==> config.mk <==
export PLATFORM = sky130hd
export DESIGN_NAME = floyd_steinberg_dither_1bpp
export DESIGN_NICKNAME = d
export VERILOG_FILES = /design/src/sv/fsd1_pkg.sv /design/src/sv/floyd_steinberg_dither_1bpp.sv
export SDC_FILE = /design/constraint.sdc
export NUM_CORES = 2
export LEC_CHECK = 0
export BUFFER_PORTS_ARGS = -buffer_cell sky130_fd_sc_hd__buf_4
export CORE_UTILIZATION = 30
export DETAILED_ROUTE_END_ITERATION = 6
export GPL_ROUTABILITY_DRIVEN = 0
export PLACE_DENSITY = 0.49
export SLEW_MARGIN = 20
export SYNTH_ARGS = -nofsm -noshare
export SYNTH_HDL_FRONTEND = slang
export SYNTH_MEMORY_MAX_BITS = 65536
export SYNTH_SLANG_ARGS = --single-unit
==> constraint.sdc <==
create_clock -name i_clk -period 33.5 [get_ports i_clk]
set_input_delay 3.35 -clock i_clk [delete_from_list [all_inputs] [get_ports i_clk]]
set_output_delay 3.35 -clock i_clk [all_outputs]
set_load 0.1 [all_outputs]
==> src/sv/fsd1_pkg.sv <==
// Package for the 1-bpp Floyd-Steinberg dither: word types, register indexes,
// error type and the share helper. Used by the top level and the checker.
// No dependencies.
package fsd1_pkg;

    // Input word: one grayscale sample
    typedef struct packed {
        logic [7:0] pixel;
        logic       frame_last;
    } t_in_word;

    // Output word: eight packed pixels, 1 = black
    typedef struct packed {
        logic [7:0] packed_byte;
        logic       last_byte;
    } t_out_word;

    // Configuration port
    localparam int CFG_IDX_W  = 2;
    localparam int CFG_DATA_W = 10;

    typedef enum logic [CFG_IDX_W-1:0] {
        REG_IMAGE_WIDTH = 2'd0,
        REG_THRESHOLD   = 2'd1
    } t_cfg_reg;

    localparam logic [9:0] RESET_IMAGE_WIDTH = 10'd128;
    localparam logic [7:0] RESET_THRESHOLD   = 8'd128;
    localparam logic [7:0] PIXEL_MAX         = 8'd255;

    // Diffusion weights in sixteenths
    localparam logic [2:0] W_RIGHT = 3'd7;
    localparam logic [2:0] W_BL    = 3'd3;
    localparam logic [2:0] W_B     = 3'd5;
    localparam logic [2:0] W_BR    = 3'd1;

    // Carried error, stays within -254..255
    typedef logic signed [8:0] t_err;

    // (e * k) / 16 with truncation toward zero
    function automatic t_err share(input t_err e, input logic [2:0] k);
        logic signed [12:0] p;
        p = $signed({{4{e[8]}}, e}) * $signed({10'd0, k});
        if (p < 0) begin
            p = p + 13'sd15;
        end
        return t_err'(p >>> 4);
    endfunction

endpackage

==> src/sv/floyd_steinberg_dither_1bpp.sv <==
// Top level of the 1-bpp Floyd-Steinberg dither with the row error memory.
// Depends on fsd1_pkg.
//
// Takes one 8-bit pixel per clock in raster order and returns one packed byte
// for every eight pixels and at the last pixel of a frame. A pixel is
// registered on acceptance, its error sum, clamp, threshold and shares are
// worked out from that register, and the byte it completes lands in the output
// register when the pixel fires. The block sustains one pixel per cycle; it
// holds off input only while a finished byte waits in the output register
// under stall and the pixel in hand would produce another. The next-row errors
// live in a MAX_WIDTH-deep memory with one write and one registered read port;
// every write goes through a two-entry write queue whose head drains into the
// memory whenever the processing stage is empty or fires. A fill mark tracks
// which columns the current frame has written, so no clearing pass is needed
// after reset or between frames. image_width and threshold are to be written
// through the configuration port between words only, not enforced by the block.
module floyd_steinberg_dither_1bpp #(
    parameter int MAX_WIDTH = 512
) (
    input  logic                             i_clk,
    input  logic                             i_rst_n,
    // pixel words
    input  logic                             i_in_valid,
    output logic                             o_in_stall,
    input  fsd1_pkg::t_in_word               i_in_word,
    // packed byte words
    output logic                             o_out_valid,
    input  logic                             i_out_stall,
    output fsd1_pkg::t_out_word              o_out_word,
    // configuration writes
    input  logic                             i_cfg_valid,
    output logic                             o_cfg_ready,
    input  logic [fsd1_pkg::CFG_IDX_W-1:0]   i_cfg_index,
    input  logic [fsd1_pkg::CFG_DATA_W-1:0]  i_cfg_data
);

    localparam int ADDR_W = $clog2(MAX_WIDTH);
    localparam int WW     = (ADDR_W + 1 > 10) ? ADDR_W + 1 : 10;

    typedef struct packed {
        logic [ADDR_W-1:0] addr;
        fsd1_pkg::t_err    data;
    } t_qent;

    // Configuration registers
    logic [9:0] r_image_width;
    logic [7:0] r_threshold;

    // Issue side
    logic [ADDR_W-1:0] r_col, n_col;
    logic [WW-1:0]     w_eff, width_ext;
    logic              issue_row_end;
    logic              accept;

    // Processing stage
    logic                r_p_valid;
    logic [7:0]          r_p_pixel;
    logic                r_p_last;
    logic [ADDR_W-1:0]   r_p_col;
    logic                r_p_row_end;
    logic                p_fire;
    logic                p_emit;

    // Error state
    fsd1_pkg::t_err r_right, r_pend_below, r_pend_diag;
    logic [2:0]     r_bitpos;
    logic [7:0]     r_acc;
    logic [ADDR_W:0] r_fill, n_fill;

    // Row memory and write queue
    fsd1_pkg::t_err     mem [MAX_WIDTH];
    fsd1_pkg::t_err     r_rdq;
    t_qent              r_q [2];
    t_qent              n_q [2];
    logic [1:0]         r_qcnt, n_qcnt;
    logic               q_pop;
    t_qent              base0;
    logic [1:0]         cnt1;
    t_qent              push_a, push_b;
    t_qent              pl [2];
    logic               pa, pb;

    // Output register
    logic                r_out_valid;
    fsd1_pkg::t_out_word r_out;
    logic                out_free;

    // Datapath
    fsd1_pkg::t_err     below_in, below, below_left;
    fsd1_pkg::t_err     err, s1, s3, s5, s7;
    logic signed [10:0] sum;
    logic [7:0]         val;
    logic               white;
    logic [7:0]         acc_new;
    logic               col_nz;

    assign o_cfg_ready = 1'b1;

    // Configuration writes
    always_ff @(posedge i_clk) begin
        if (!i_rst_n) begin
            r_image_width <= fsd1_pkg::RESET_IMAGE_WIDTH;
            r_threshold   <= fsd1_pkg::RESET_THRESHOLD;
        end else if (i_cfg_valid) begin
            case (fsd1_pkg::t_cfg_reg'(i_cfg_index))
                fsd1_pkg::REG_IMAGE_WIDTH: r_image_width <= i_cfg_data[9:0];
                fsd1_pkg::REG_THRESHOLD:   r_threshold   <= i_cfg_data[7:0];
                default: ;
            endcase
        end
    end

    // Effective width: zero means one, saturate at the row memory depth
    always_comb begin
        width_ext = WW'(r_image_width);
        if (width_ext == '0) begin
            w_eff = WW'(1);
        end else if (width_ext > WW'(MAX_WIDTH)) begin
            w_eff = WW'(MAX_WIDTH);
        end else begin
            w_eff = width_ext;
        end
    end

    // Handshakes
    assign out_free   = !r_out_valid || !i_out_stall;
    assign p_emit     = (r_bitpos == 3'd7) || r_p_last;
    assign p_fire     = r_p_valid && (!p_emit || out_free);
    assign o_in_stall = r_p_valid && !p_fire;
    assign accept     = i_in_valid && !o_in_stall;

    // Advance the issue column; it depends on position, width and frame_last only
    assign issue_row_end = (WW'(r_col) + WW'(1)) >= w_eff;
    always_comb begin
        if (i_in_word.frame_last || issue_row_end) begin
            n_col = '0;
        end else begin
            n_col = r_col + ADDR_W'(1);
        end
    end

    always_ff @(posedge i_clk) begin
        if (!i_rst_n) begin
            r_col <= '0;
        end else if (accept) begin
            r_col <= n_col;
        end
    end

    // Load the processing stage
    always_ff @(posedge i_clk) begin
        if (!i_rst_n) begin
            r_p_valid <= 1'b0;
        end else if (accept) begin
            r_p_valid <= 1'b1;
        end else if (p_fire) begin
            r_p_valid <= 1'b0;
        end
    end

    always_ff @(posedge i_clk) begin
        if (accept) begin
            r_p_pixel   <= i_in_word.pixel;
            r_p_last    <= i_in_word.frame_last;
            r_p_col     <= r_col;
            r_p_row_end <= issue_row_end;
        end
    end

    // Row memory: drain the queue head, read at accept with write-first bypass
    assign q_pop = (r_qcnt != 2'd0) && (!r_p_valid || p_fire);

    always_ff @(posedge i_clk) begin
        if (q_pop) begin
            mem[r_q[0].addr] <= r_q[0].data;
        end
        if (accept) begin
            if (q_pop && (r_q[0].addr == r_col)) begin
                r_rdq <= r_q[0].data;
            end else begin
                r_rdq <= mem[r_col];
            end
        end
    end

    // Fetch the error below: newest queued entry first, then memory if filled
    always_comb begin
        if (r_qcnt == 2'd2 && r_q[1].addr == r_p_col) begin
            below_in = r_q[1].data;
        end else if (r_qcnt != 2'd0 && r_q[0].addr == r_p_col) begin
            below_in = r_q[0].data;
        end else if ((ADDR_W + 1)'(r_p_col) < r_fill) begin
            below_in = r_rdq;
        end else begin
            below_in = '0;
        end
    end

    // Add, clamp, threshold and split the error
    always_comb begin
        sum = $signed({3'd0, r_p_pixel}) + 11'(below_in) + 11'(r_right);
        if (sum < 0) begin
            val = 8'd0;
        end else if (sum > $signed({3'd0, fsd1_pkg::PIXEL_MAX})) begin
            val = fsd1_pkg::PIXEL_MAX;
        end else begin
            val = sum[7:0];
        end
        white = val > r_threshold;
        if (white) begin
            err = $signed({1'b0, val}) - $signed({1'b0, fsd1_pkg::PIXEL_MAX});
        end else begin
            err = $signed({1'b0, val});
        end
        s1 = fsd1_pkg::share(err, fsd1_pkg::W_BR);
        s3 = fsd1_pkg::share(err, fsd1_pkg::W_BL);
        s5 = fsd1_pkg::share(err, fsd1_pkg::W_B);
        s7 = fsd1_pkg::share(err, fsd1_pkg::W_RIGHT);
        col_nz     = r_p_col != '0;
        below_left = r_pend_below + s3;
        below      = s5 + (col_nz ? r_pend_diag : fsd1_pkg::t_err'(0));
        acc_new    = r_acc | (white ? 8'd0 : (8'h80 >> r_bitpos));
    end

    // Build the queue: pop the head, then append the finished entries
    always_comb begin
        pa          = p_fire && col_nz;
        pb          = p_fire && r_p_row_end;
        push_a.addr = r_p_col - ADDR_W'(1);
        push_a.data = below_left;
        push_b.addr = r_p_col;
        push_b.data = below;
        pl[0]       = pa ? push_a : push_b;
        pl[1]       = push_b;
        base0       = q_pop ? r_q[1] : r_q[0];
        cnt1        = r_qcnt - {1'b0, q_pop};
        n_q[0]      = (cnt1 != 2'd0) ? base0 : pl[0];
        if (cnt1 == 2'd2) begin
            n_q[1] = r_q[1];
        end else if (cnt1 == 2'd1) begin
            n_q[1] = pl[0];
        end else begin
            n_q[1] = pl[1];
        end
        n_qcnt = cnt1 + {1'b0, pa} + {1'b0, pb};
        // fill mark covers every column written in this frame
        n_fill = r_fill;
        if (pb && ((ADDR_W + 1)'(r_p_col) + (ADDR_W + 1)'(1) > r_fill)) begin
            n_fill = (ADDR_W + 1)'(r_p_col) + (ADDR_W + 1)'(1);
        end else if (pa && ((ADDR_W + 1)'(r_p_col) > r_fill)) begin
            n_fill = (ADDR_W + 1)'(r_p_col);
        end
    end

    always_ff @(posedge i_clk) begin
        r_q[0] <= n_q[0];
        r_q[1] <= n_q[1];
    end

    // Update error state; drop everything at the end of a frame
    always_ff @(posedge i_clk) begin
        if (!i_rst_n) begin
            r_qcnt       <= '0;
            r_fill       <= '0;
            r_right      <= '0;
            r_pend_below <= '0;
            r_pend_diag  <= '0;
            r_bitpos     <= '0;
            r_acc        <= '0;
        end else if (p_fire && r_p_last) begin
            r_qcnt       <= '0;
            r_fill       <= '0;
            r_right      <= '0;
            r_pend_below <= '0;
            r_pend_diag  <= '0;
            r_bitpos     <= '0;
            r_acc        <= '0;
        end else begin
            r_qcnt <= n_qcnt;
            r_fill <= n_fill;
            if (p_fire) begin
                if (r_p_row_end) begin
                    r_right      <= '0;
                    r_pend_below <= '0;
                    r_pend_diag  <= '0;
                end else begin
                    r_right      <= s7;
                    r_pend_below <= below;
                    r_pend_diag  <= s1;
                end
                if (p_emit) begin
                    r_bitpos <= '0;
                    r_acc    <= '0;
                end else begin
                    r_bitpos <= r_bitpos + 3'd1;
                    r_acc    <= acc_new;
                end
            end
        end
    end

    // Output register
    always_ff @(posedge i_clk) begin
        if (!i_rst_n) begin
            r_out_valid <= 1'b0;
        end else if (p_fire && p_emit) begin
            r_out_valid <= 1'b1;
        end else if (!i_out_stall) begin
            r_out_valid <= 1'b0;
        end
    end

    always_ff @(posedge i_clk) begin
        if (p_fire && p_emit) begin
            r_out.packed_byte <= acc_new;
            r_out.last_byte   <= r_p_last;
        end
    end

    assign o_out_valid = r_out_valid;
    assign o_out_word  = r_out;

endmodule

-- Word level (Yosys, flattened, before mapping)
Memories as Yosys holds them, arrays and structs flattened. A register that Yosys moved wholly into a read port is not among the register bits.
Index checks and enable logic that the tools add are counted.
- $add $sub $neg: 17
- multiply operators: 3
- $lt $le $gt $ge: 12
- equality and inequality tests: 8
- shifts and indexed selects: 1
- mux-type cells: 33
- bitwise gates (word level): 2
- reductions and logical operators: 33
- operators with widths (cell ; number):
    $mux 18 ; 5
    $mux 9 ; 9
    $mux 13 ; 4
    $mux 10 ; 4
    $mux 8 ; 4
    $add 13x5->13 const B ; 2
    $lt 13x1->1 const B ; 2
    $mul 9x4->13 const B ; 2
    $add 9x1->10 const B ; 2
    $add 9x9->9 ; 2
    $eq 9x9->1 ; 2
    $add 12x5->13 const B ; 1
    $logic_and 1x1->1 ; 12
    $lt 12x1->1 const B ; 1
    $mul 9x3->12 const B ; 1
    $add 10x9->11 ; 1
    $gt 11x9->1 const B ; 1
    $lt 11x1->1 const B ; 1
    $add 9x5->10 const B ; 1
    $add 9x9->10 ; 1
    $ge 10x10->1 ; 1
    $gt 10x10->1 ; 1
    $gt 10x10->1 const B ; 1
    $gt 9x10->1 ; 1
    26 further kinds ; 47
- register bits after elaboration: 107
- RAM bits: 4644
- output and inout port bits: 12
- memories: 2
- memory list (name ; words ; bits a word ; read ports ; clocked after Yosys merged registers in ; write ports ; line ; text):
    mem ; 512 ; 9 ; 1 ; 1 ; 1 ; floyd_steinberg_dither_1bpp.sv:71 ; fsd1_pkg::t_err mem [MAX_WIDTH];
    r_q ; 2 ; 18 ; 2 ; 0 ; 2 ; floyd_steinberg_dither_1bpp.sv:73 ; t_qent r_q [2];

-- Longest topological paths before layout
An unclocked memory read counts as a cell.
- depth after elaboration: 19
- gate-level depth with buffers: 55
- mapped depth without buffers: 54

-- Least setup slack after synthesis
No wires, ideal clock.
- path kind: register to register
- from: memory r_q[0][1] in the netlist's numbering
- to: memory r_q[0][8] in the netlist's numbering, data pin
- data arrival time: 14937 ps
- setup slack: 18368 ps
- cell stages (with the launch flop): 44
- buffers on the path: 0
- period minus slack after synthesis: 15132 ps
- cells stage by stage: edfxtp_1 inv_1 o211ai_1 o21ai_0 fa_1 inv_1 ha_1 fa_1 a21o_2 a221oi_2 nand4b_1 o311ai_4 o21ai_0 inv_1 ha_1 o211ai_1 a21oi_1 o21a_1 [8 not listed] a21oi_1 o21ai_0 nand2_1 xnor2_1 a311oi_1 xnor2_1 fa_1 nor2b_1 o21ai_0 a21boi_0 o21ai_0 nand2b_1 a21o_1 a21oi_1 xnor2_1 xor2_1 nand4_1 o311ai_0
- RTL lines (element ; line):
    start: declaration ; floyd_steinberg_dither_1bpp.sv:73

==> impl_metrics.py <==
metrics = {
    "status": {
        "run_status": "finished, final reports clean",
    },
    "clock_network": {
        "cts-resized-gates": 0,
        "tritoncts": "done",
        "reg_clk_slew_reported_paths_ns": 0.06,
        "post_cts.repair.setup_buffers": 0,
        "numCtsBuffers": 528,
        "cts.htree.levels": 6,
        "root_buffer": "clkbuf_16",
        "clock-sinks": 4757,
        "holdBufCountCts": 0,
        "skew_pair_late_insertion_delay_ns": 1.07,
        "cts.path.max_buffers": 4,
    },
    "routing": {
        "drt_drc_violations_left": 0,
        "final_routed_wirelength_um": 498000,
        "routedWlPerCell_um": 28.5,
        "drt_pre_antenna_iters": 7,
        "drtAntennaViolNets": 0,
        "detailroute.via_count": 87800,
        "avgViaCountPerCell": 5.02,
        "drtIter0Drc": 9065,
    },
    "worst_setup_path": {
        "arrival_ns": 13.62,
        "critical_path_required_ns": 34.33,
        "startpoint_type": "flop",
        "critical_path.most_common_cell": "o21ai_0",
        "critical-path-slowest-cell": "a311oi_1",
        "worst_path_largest_cell_delay_ns": 0.78,
        "critPathTopFamily": "compound AO/OA/AOI/OAI gates",
        "timing.setup.critical_path_class": "reg -> reg",
        "endpoint_kind": "flop",
        "worst-path-max-fanout": 14,
        "worst-path-buf-inv": 2,
    },
    "sta": {
        "setup_tns_ns": 0,
        "timing.fmax_mhz": 78.2,
        "worst_slew_margin_pct": 22.4,
        "timing_worst_slew_pin_value_ns": 1.16,
        "min_period_ns": 12.78,
        "finalClockSkew_ns": 0.0396,
        "setup_violations": 0,
        "timing_max_transition_violations_final": 0,
        "unrepaired_setup_endpoints_after_global_routing": "false",
        "timing.final.hold_violations": 0,
        "post-route-period-util_pct": 38.2,
    },
    "grt": {
        "grt_antenna_before_repair": 30,
        "grt_usage_pct": 15.4,
        "grt_pass1_wl_um": 709000,
        "grt_pass1_vias": 90800,
        "grt_start_max_net_pins": 179,
        "globalRouteOverflowTotal": 0,
    },
    "logic_synthesis": {
        "dominantRegCellSynth": "edfxtp_1",
        "ys_ff_latch": 4757,
        "netlist_area_um2": 189000,
        "ys.warnings.count": 0,
        "mappedNetlistNets": 8677,
        "synthesis.area_per_instance_um2": 22.2,
        "synth_async_reset_ratio_pct": 0,
        "netlist-cell-type-count": 91,
        "synth_enable_flop_cells": 4681,
        "ys_seq_area_share_pct": 75.3,
        "number_of_instances_in_the_synthesized_netlist": 8509,
    },
    "die": {
        "die_w_um": 795,
        "placementRows": 290,
        "boundaryPins": 38,
        "design.die.area_um2": 632000,
        "effective_utilization_at_floorplan_pct": 30.2,
        "die_height_um": 795,
        "core-area_um2": 625000,
    },
    "cells_and_area": {
        "final.fill_count": 57400,
        "sequential_cell_area_um2": 142000,
        "drive_gt1_share_pct": 27.5,
        "nets": 8931,
        "layout.cells.non_filler": 17500,
        "post-route-cell-area_um2": 216000,
        "utilization_pct": 34.5,
        "multi_input_combinational_cell_area_um2": 44500,
        "layout-area-overhead-vs-synth_pct": 14.3,
    },
    "placed_design": {
        "placement.cell_area_um2": 199000,
        "hpwlAfterDp_um": 296000,
        "placement.io_buffers": 36,
        "numPlacedInstances": 16600,
    },
    "worst_hold_path": {
        "hold_path_class": "reg -> reg",
    },
    "power_and_ir_drop": {
        "p_leak_nw": 64.6,
        "power_per_cell_area_nw_per_um2": 79.1,
        "ir_worst_vdd_mv": 0.112,
        "finalPower_mw": 17.1,
    },
    "run": {
        "cap_viol_max_count": 0,
    },
}
==> layout make-up <==
| cell class | count | area share (%) |
|---|---|---|
| Tap cell | 8322 | 4.83 |
| Clock inverter | 283 | 1.15 |
| Multi-Input combinational cell | 3163 | 20.6 |
| Timing Repair Buffer | 205 | 0.799 |
| Antenna cell | 12 | 0.0139 |
| Sequential cell | 4757 | 65.9 |
| Inverter | 108 | 0.191 |
| Clock buffer | 657 | 6.49 |
==> registers in the layout, summed over array words and instances, names as in the netlist, 6 cells and up <==
register / cells
o_out_word: 9
r_right: 9
r_image_width: 10
mem: 4608
r_pend_below: 9
r_fill: 10
r_pend_diag: 6
r_col: 9
r_acc: 8
r_rdq: 9
r_threshold: 8
r_q: 36
r_p_col: 9
r_p_pixel: 8
==> synthesized netlist by cell type, types with 8 or more instances <==
library cell	count	share of area, %
buf_1	88	0.18
dfxtp_1	76	0.81
a32o_1	9	0.048
nor3_1	20	0.053
mux2_2	11	0.066
nand3_1	54	0.14
o21a_1	15	0.060
a31oi_1	12	0.040
nor2_1	613	1.2
nor2b_1	34	0.11
and2_1	15	0.050
a21oi_1	66	0.18
mux2i_1	158	0.84
nor3b_1	14	0.056
ha_1	122	0.81
xor2_1	50	0.23
nand4_1	10	0.033
o21ai_1	12	0.032
o21ai_0	59	0.16
xnor2_1	70	0.32
clkbuf_1	336	0.67
edfxtp_1	4681	74
buf_2	51	0.14
a21o_1	31	0.12
nand2b_1	13	0.043
and3_1	10	0.033
o21bai_1	10	0.040
mux4_2	1491	18
a22oi_1	8	0.032
nand2_1	135	0.27
or2_2	8	0.027
fa_1	20	0.21
inv_1	105	0.21
==> routing by layer <==
metal | global-route usage (%) | part of all wire [%] | vias to the layer above
met3 | 2.54 | 5.8 | 604
met2 | 25.0 | 48 | 2685
li1 | - | - | 36200
met1 | 21.8 | 44 | 48300
met4 | 3.42 | 2.2 | 6
met5 | 0 | 0.0092 | -
==> cells in the final DEF (no fill, tap or decap), types with 17 or more instances in the layout <==
| master | Yosys | routed |
|---|---|---|
| nor2_2 | 1 | 21 |
| nor3_1 | 20 | 19 |
| edfxtp_1 | 4681 | 4681 |
| inv_6 | 0 | 24 |
| nor2b_1 | 34 | 32 |
| mux2i_1 | 158 | 158 |
| nand2_1 | 135 | 123 |
| fa_1 | 20 | 20 |
| a21oi_1 | 66 | 66 |
| clkbuf_1 | 336 | 114 |
| clkinv_2 | 0 | 78 |
| xnor2_1 | 70 | 70 |
| clkinvlp_4 | 0 | 17 |
| nor2_1 | 613 | 593 |
| mux4_2 | 1491 | 1491 |
| ha_1 | 122 | 122 |
| bufinv_16 | 0 | 30 |
| xor2_1 | 50 | 50 |
| nand3_1 | 54 | 50 |
| clkbuf_16 | 0 | 542 |
| buf_4 | 1 | 188 |
| inv_1 | 105 | 104 |
| clkinv_1 | 2 | 110 |
| a21o_1 | 31 | 31 |
| o21ai_0 | 59 | 59 |
| dfxtp_1 | 76 | 69 |
==> power by group <==
group	switching, mW	total, mW	internal (mW)
Combinational	2.74	3.90	1.16
Clock	2.38	5.59	3.21
Sequential	0.0499	7.58	7.53
Total	5.17	17.1	11.9
==> cell families (layout without fill, tap and decap cells) <==
logic type,count (synthesis),count (layout),synth area share [%]
compound gates,278,278,0.999
xor+xnor,121,121,0.566
fa+ha+maj,142,142,1.02
buf+inv,589,1253,1.22
flops,4757,4757,75.3
mux,1661,1661,18.7
other cells,1,13,0.00199
simple gates,960,960,2.18
==> stage by stage <==
stage / hold slack (ns) / setup WS (ns)
after floorplan: 0.406 / 18.37
after global placement: 0.432 / 20.83
after detailed placement: 0.430 / 20.89
after CTS: 0.439 / 20.80
after global routing: 0.467 / 19.79
final: 0.436 / 20.72
==> worst reg2reg max path, delay by kind of cell (launching register included) <==
kind,cells,cell delay [ns]
AOI/OAI and AO/OA,23,5.57
adders and majority gates,8,3.03
xor gates and xnor gates,5,1.62
and+or+nand+nor,9,1.48
DFF,1,0.71
buffers and inverters,2,0.14
==> worst paths after layout <==
kind / startpoint / end / depth (start not counted) / slack, ns
worst min register to register: r_acc[0] / r_acc[0] / 2 / 0.44
worst min-delay path: r_acc[0] / r_acc[0] / 2 / 0.44
worst max register to register: r_p_col[3] / r_q[0][8] / 47 / 20.72
worst max-delay path: r_p_col[3] / r_q[0][8] / 47 / 20.72
(Power assumes the default switching activity.)
